`src/hdl/sbs_pkg.sv`:
```
// Shared types, constants and codes of the score byte-stream sequencer.
`default_nettype none
package sbs_pkg;

	localparam int SCORE_DEPTH = 4096;
	localparam int CMD_LIMIT   = 32;

	localparam int ADDR_W  = $clog2(SCORE_DEPTH);
	localparam int CMDC_W  = $clog2(CMD_LIMIT + 1);
	// worst case: sixteen note offs, then one event per command
	localparam int EV_DEPTH = 16 + CMD_LIMIT;
	localparam int EV_IDX_W = $clog2(EV_DEPTH);
	localparam int EV_CNT_W = $clog2(EV_DEPTH + 1);

	localparam logic [1:0] KIND_ON     = 2'd0;
	localparam logic [1:0] KIND_OFF    = 2'd1;
	localparam logic [1:0] KIND_STATUS = 2'd2;

	localparam logic       CFG_VOLUME   = 1'b0;
	localparam logic       CFG_CHANNELS = 1'b1;
	localparam logic [4:0] CHANNEL_MAX  = 5'd16;

	localparam logic [7:0] HI_MASK     = 8'hf0;
	localparam logic [7:0] NIB_OFF     = 8'h80;
	localparam logic [7:0] NIB_ON      = 8'h90;
	localparam logic [7:0] NIB_INSTR   = 8'hc0;
	localparam logic [7:0] NIB_RESTART = 8'he0;
	localparam logic [7:0] NIB_STOP    = 8'hf0;

	typedef logic [ADDR_W-1:0] addr_t;

	typedef enum logic [1:0] {
		OP_LOAD  = 2'd0,
		OP_START = 2'd1,
		OP_STOP  = 2'd2,
		OP_TICK  = 2'd3
	} op_t;

	typedef enum logic [2:0] {
		CLS_WAIT,
		CLS_OFF,
		CLS_ON,
		CLS_INSTR,
		CLS_RESTART,
		CLS_STOP,
		CLS_OTHER
	} cls_t;

	typedef enum logic [2:0] {
		ST_IDLE,
		ST_SIL,
		ST_SETUP,
		ST_FETCH,
		ST_DECODE,
		ST_WAIT_LO,
		ST_NOTE,
		ST_DRAIN
	} state_t;

	typedef enum logic [3:0] {
		DP_NONE,
		DP_ACCEPT,
		DP_SIL,
		DP_SIL_END,
		DP_SETUP,
		DP_FETCH,
		DP_DECODE,
		DP_WAIT_LO,
		DP_NOTE,
		DP_LIMIT,
		DP_DRAIN
	} dp_op_t;

	typedef struct packed {
		logic is_off;
		logic [3:0] chan;
		logic [7:0] note;
	} ev_t;

	typedef struct packed {
		op_t  op;
		logic playing;
		logic wait_one;
		logic sil_more;
		logic limit_hit;
		cls_t cls;
		logic ev_more;
	} sbs_stat_t;

	function automatic cls_t classify(input logic [7:0] b);
		cls_t c;
		c = CLS_OTHER;
		if (!b[7])                          c = CLS_WAIT;
		else if ((b & HI_MASK) == NIB_OFF)     c = CLS_OFF;
		else if ((b & HI_MASK) == NIB_ON)      c = CLS_ON;
		else if ((b & HI_MASK) == NIB_INSTR)   c = CLS_INSTR;
		else if ((b & HI_MASK) == NIB_RESTART) c = CLS_RESTART;
		else if ((b & HI_MASK) == NIB_STOP)    c = CLS_STOP;
		return c;
	endfunction

endpackage
`default_nettype wire

```
`src/hdl/sbs_ctrl.sv`:
```
// Sequencing state machine of the score byte-stream sequencer.
`default_nettype none
module sbs_ctrl (
	input  wire logic              clk,
	input  wire logic              arst_n,
	input  wire logic              start,
	input  wire logic [1:0]        opcode,
	input  wire sbs_pkg::sbs_stat_t stat,
	output sbs_pkg::dp_op_t        dp_op,
	output logic                   busy
);

	sbs_pkg::state_t state_q, state_nxt;

	always_ff @(posedge clk or negedge arst_n) begin
		if (!arst_n) begin
			state_q <= sbs_pkg::ST_IDLE;
		end else begin
			state_q <= state_nxt;
		end
	end

	always_comb begin
		state_nxt = state_q;
		case (state_q)
			sbs_pkg::ST_IDLE: begin
				if (start) begin
					case (sbs_pkg::op_t'(opcode))
						sbs_pkg::OP_START:
							state_nxt = stat.playing ? sbs_pkg::ST_SIL : sbs_pkg::ST_SETUP;
						sbs_pkg::OP_STOP:  state_nxt = sbs_pkg::ST_SIL;
						sbs_pkg::OP_TICK:
							state_nxt = (stat.playing && stat.wait_one) ?
								sbs_pkg::ST_FETCH : sbs_pkg::ST_DRAIN;
						default:           state_nxt = sbs_pkg::ST_DRAIN;
					endcase
				end
			end
			sbs_pkg::ST_SIL: begin
				if (!stat.sil_more) begin
					state_nxt = (stat.op == sbs_pkg::OP_START) ?
						sbs_pkg::ST_SETUP : sbs_pkg::ST_DRAIN;
				end
			end
			sbs_pkg::ST_SETUP: state_nxt = sbs_pkg::ST_FETCH;
			sbs_pkg::ST_FETCH: begin
				state_nxt = stat.limit_hit ? sbs_pkg::ST_DRAIN : sbs_pkg::ST_DECODE;
			end
			sbs_pkg::ST_DECODE: begin
				case (stat.cls)
					sbs_pkg::CLS_WAIT: state_nxt = sbs_pkg::ST_WAIT_LO;
					sbs_pkg::CLS_ON:   state_nxt = sbs_pkg::ST_NOTE;
					sbs_pkg::CLS_STOP: state_nxt = sbs_pkg::ST_DRAIN;
					default:           state_nxt = sbs_pkg::ST_FETCH;
				endcase
			end
			sbs_pkg::ST_WAIT_LO: state_nxt = sbs_pkg::ST_DRAIN;
			sbs_pkg::ST_NOTE:    state_nxt = sbs_pkg::ST_FETCH;
			sbs_pkg::ST_DRAIN: begin
				if (!stat.ev_more) state_nxt = sbs_pkg::ST_IDLE;
			end
			default: state_nxt = sbs_pkg::ST_IDLE;
		endcase
	end

	always_comb begin
		dp_op = sbs_pkg::DP_NONE;
		busy  = 1'b1;
		case (state_q)
			sbs_pkg::ST_IDLE: begin
				busy = 1'b0;
				if (start) dp_op = sbs_pkg::DP_ACCEPT;
			end
			sbs_pkg::ST_SIL:
				dp_op = stat.sil_more ? sbs_pkg::DP_SIL : sbs_pkg::DP_SIL_END;
			sbs_pkg::ST_SETUP:   dp_op = sbs_pkg::DP_SETUP;
			sbs_pkg::ST_FETCH:
				dp_op = stat.limit_hit ? sbs_pkg::DP_LIMIT : sbs_pkg::DP_FETCH;
			sbs_pkg::ST_DECODE:  dp_op = sbs_pkg::DP_DECODE;
			sbs_pkg::ST_WAIT_LO: dp_op = sbs_pkg::DP_WAIT_LO;
			sbs_pkg::ST_NOTE:    dp_op = sbs_pkg::DP_NOTE;
			sbs_pkg::ST_DRAIN:   dp_op = sbs_pkg::DP_DRAIN;
			default:             dp_op = sbs_pkg::DP_NONE;
		endcase
	end

endmodule
`default_nettype wire

```
`config.mk`:
```
export PLATFORM = sky130hd
export DESIGN_NAME = sbs_ctrl
export DESIGN_NICKNAME = d
export VERILOG_FILES = /design/src/hdl/sbs_pkg.sv /design/src/hdl/sbs_ctrl.sv
export SDC_FILE = /design/constraint.sdc
export NUM_CORES = 1
export LEC_CHECK = 0
export ABC_AREA = 1
export ABC_CLOCK_PERIOD_IN_PS = 3580
export BUFFER_PORTS_ARGS = -buffer_cell sky130_fd_sc_hd__buf_4
export CAP_MARGIN = 40
export CORE_AREA = 4 4 41 43
export CTS_CLUSTER_SIZE = 10
export DETAILED_ROUTE_END_ITERATION = 8
export DIE_AREA = 0 0 45 47
export SLEW_MARGIN = 40
export SYNTH_ARGS = -nofsm -noshare
export SYNTH_HDL_FRONTEND = slang
export SYNTH_SLANG_ARGS = --single-unit
```
`constraint.sdc`:
```
create_clock -name clk -period 3.58 [get_ports clk]
set_clock_uncertainty 0.2 [all_clocks]
set_input_delay 0.358 -clock clk [delete_from_list [all_inputs] [get_ports clk]]
set_output_delay 0.358 -clock clk [all_outputs]
set_load 0.01 [all_outputs]
```
==> results.md <==
- Summing all flip-flop and latch instances after layout gives 75.1 sq um.
- The number of buffer and inverter stages on the critical path is 1.
- The leakage power summed over all cells is 0.354 nW.
- The area growth from synthesis to layout is 48.6%.
- CTS built an H-tree with a depth of 1.
- The number of antenna violations at the first check in global routing is 0.
- The count of filler cells inserted in the layout is 138.
- The maximum count of clock buffers along a single path is 2.
- The later-pin clock latency in the skew report is 240 ps.
- The buffers inserted during post-CTS setup optimization is 0.
- The core region is 0.00130 sq mm.
- Max-cap violations in this run came to 0.
- The power per unit of standard cell area is 812 mW/mm^2.
- The worst pin sits at a relative slew slack of 85.7%.
- The number of hold-slack violations in the final timing report is 0.
- The path type of the worst setup path is reg2out.
- At the end of the flow, the number of nets in the layout was 112.
- The count of distinct cell types in the synthesized netlist is 19.
- The largest vdd supply drop is 0.311 mV.
- STA classifies the critical path startpoint as a register.
- The global route total overflow is 0.
- After clock tree synthesis, the clock-pin slew on the worst setup and hold paths is 40 ps.
- The number of warnings reported in the yosys synthesis log is 0.
- The sequential cell area fraction in the yosys report is 18.5%.
- The post-route setup TNS is 0 ps.
- Counting every instance in the synthesized netlist gives 72.
- The period utilization is 54.5%.
- The number of pins exceeding their max-slew limit in the final report was 0.
- The via count is 517.
- The register with the most flip-flops in the layout has 3 of them.
- Broken down by cell family, the worst path's largest delay share belongs to flip-flops.
- STA classifies the critical path endpoint as a primary output.
- The largest individual stage delay along the critical path comes from the cell sky130_fd_sc_hd__dfrtp_1.
- The floorplan step set the die width to 45 um.
- The upper clock frequency limit is 513 MHz.
- The class of the tightest hold or removal check is in2async.
- After detailed routing, the number of remaining DRC violations is 0.
- The maximum number of pins on one net before global-route repair is 10.
- The average wire per cell in the routed design is 9.43 um.
- The flip-flop and latch count after synthesis is 3.
- The run finished with clean final reports.
- The total inserted antenna cells is 0.
- The maximum single-stage delay on the critical path is 450 ps.
- After synthesis the cells add up to 407 sq um.
- The placed wire-length estimate after detailed placement is 853 um.
- The total wire length after detailed routing is 1.05 mm.
- Dividing the synthesized area by the synthesized cell count gives 5.65 sq um.
- The worst-path maximum fanout is 7.
- The first element of the critical path is state_q[0]$_DFFE_PN0P_.
- From bottom edge to top edge, the die measures 47 um.
- For the pin with the worst max-slew slack, the measured transition is 215 ps.
- The arrival time of data at the critical path endpoint is 1390 ps.
- The initialized floorplan defines 13 standard-cell rows.
- The critical path required time is 3020 ps.
- The via count of the first global-routing pass was 488.
- The number of top-level design ports is 20.
- The worst flop-to-flop path startpoint is state_q[2]$_DFFE_PN0P_.
- The count of clock tree sinks is 3.
- TritonCTS built the clock tree.
- In the final layout, the registers with the most flip-flops are state_q (3).
- The cell chosen for the clock root is sky130_fd_sc_hd__clkbuf_4.
- The number of port buffers is 19.
- The number of buffers added by the clock tree synthesis step is 3.
- The wire length of the first global-routing pass is 1.80 mm.
- Global routing consumed, over all layers together, 11.3% of the routing resources.
- Once the floorplan was initialized, standard cells occupied 31.3% of the core.
- In the final layout, the share of cells above drive strength 1 is 32.3%.
- The minimum setup slack in the final design is 1630 ps.
- In this run the remaining antenna-violating nets after routing total 0.
- The die covers 0.00212 sq mm.
- After detailed routing, the number of vias per cell comes to 4.66.
- Walking the worst path, the cells encountered are nand2_1, nor3b_2, o21bai_1, a21oi_1, buf_4.
- The final critical path time including I/O delays and setup is 1950 ps.
- Setup repair after global routing left no endpoint under its margin.
- The final-report setup violation count is 0.
- After the first detailed-routing iteration, the DRC count stood at 10.
- The placer's final routability congestion estimate is 0.784.
- Ranked by flip-flop count, first place goes to state_q.
- The post-place setup slack is 1890 ps.
- Before antenna repair, the detailed router went through 4 iterations.
- The number of nets in the synthesized netlist is 87.
- The multi-input combinational cells in the finished layout cover a total of 284 sq um.
[metrics by stage]
step | utilization (%) | cells | cell area (sq um) | hold slack, ps | total power (W)
after global routing | 46.4 | 111 | 604 | 250 | 0.000540
after floorplan | - | 72 | 407 | -138 | 0.000309
after CTS | 46.4 | 111 | 604 | 257 | 0.000491
final | 46.4 | 111 | 604 | 239 | 0.000490
after detailed placement | 43.7 | 106 | 568 | -53.4 | 0.000428
after global placement | 43.7 | 106 | 568 | -52.3 | 0.000427
[worst register-to-register path: stages (launching register included)]
cell                       delay, ps
sky130_fd_sc_hd__dfrtp_1         430
sky130_fd_sc_hd__inv_2           190
sky130_fd_sc_hd__nand3_4         130
sky130_fd_sc_hd__inv_4            90
sky130_fd_sc_hd__nand2_4          40
sky130_fd_sc_hd__nand3_2          80
sky130_fd_sc_hd__clkinv_1         90
sky130_fd_sc_hd__nand2_1          70
sky130_fd_sc_hd__nand2_1          50
[report_power, final]
group | leakage, nW | total (W) | internal (W) | switching, W
Clock | 0.0150 | 0.0000625 | 0.0000420 | 0.0000205
Sequential | 0.0358 | 0.0000802 | 0.0000535 | 0.0000267
Combinational | 0.303 | 0.000348 | 0.000145 | 0.000203
Total | 0.354 | 0.000490 | 0.000240 | 0.000250
[cell type report]
class                           count  share of cell area (%)
Sequential cell                     3                    12.4
Timing Repair Buffer               20                    25.3
Multi-Input combinational cell     57                    47.0
Inverter                           12                    7.87
Clock buffer                        4                    4.35
Tap cell                           15                    3.11
[cell usage in the layout (no fill, tap or decap)]
cell type	instances
sky130_fd_sc_hd__nand2_1	21
sky130_fd_sc_hd__buf_4	19
sky130_fd_sc_hd__nor2_1	14
sky130_fd_sc_hd__inv_1	7
sky130_fd_sc_hd__nand3_1	6
sky130_fd_sc_hd__inv_2	3
sky130_fd_sc_hd__a21oi_1	3
sky130_fd_sc_hd__o21ai_0	3
sky130_fd_sc_hd__clkbuf_4	3
sky130_fd_sc_hd__dfrtp_1	3
sky130_fd_sc_hd__nand4_1	2
sky130_fd_sc_hd__nand3_4	1
sky130_fd_sc_hd__inv_4	1
sky130_fd_sc_hd__nand2_4	1
sky130_fd_sc_hd__nor3b_2	1
sky130_fd_sc_hd__o21bai_1	1
sky130_fd_sc_hd__a21boi_0	1
sky130_fd_sc_hd__nand3b_1	1
sky130_fd_sc_hd__nand3_2	1
sky130_fd_sc_hd__nor2_2	1
sky130_fd_sc_hd__clkinv_1	1
sky130_fd_sc_hd__clkbuf_1	1
sky130_fd_sc_hd__dlygate4sd3_1	1
[kinds of logic after synthesis]
| logic type | after synthesis | share of synthesized area (%) |
|---|---|---|
| flops | 3 | 18.5 |
| compound gates | 8 | 11.1 |
| buf+inv | 12 | 11.7 |
| simple gates | 49 | 58.8 |
[cell usage after synthesis (all sizes together)]
master / n / area, sq um
nand4: 2 / 12.5
nand2: 22 / 90.1
o21ai: 3 / 15.0
nor3b: 1 / 12.5
clkinv: 1 / 3.75
dfrtp: 3 / 75.1
nand3: 8 / 57.6
a21oi: 3 / 15.0
nand3b: 1 / 7.51
a21boi: 1 / 7.51
nor2: 15 / 58.8
inv: 11 / 43.8
o21bai: 1 / 7.51
[final timing paths]
kind                                               end  slack (ps)  cells past startpoint
worst min register to register  state_q[0]$_DFFE_PN0P_         410                      2
worst min-delay path            state_q[0]$_DFFE_PN0P_         240                      2
worst max-delay path                          dp_op[2]        1630                      5
max in group asynchronous       state_q[1]$_DFFE_PN0P_        2840                      2
min in group clk                state_q[2]$_DFFE_PN0P_         270                      3
worst max register to register  state_q[1]$_DFFE_PN0P_        2090                      8
[metal layers]
metal | track usage, % | up-vias | routed length, um
met2 | 20.9 | 17 | 501
li1 | - | 274 | -
met1 | 13.0 | 222 | 447
met5 | 0 | - | 0
met3 | 1.15 | 4 | 81
met4 | 5.26 | 0 | 17
[what timing repair did]
item / in CTS / in global routing
gates resized for setup: 0 / 0
hold endpoints to repair: 3 / 0
setup endpoints to repair: 0 / 0
hold buffers: 1 / 0
No activity file was read; power rests on OpenSTA's default activity.
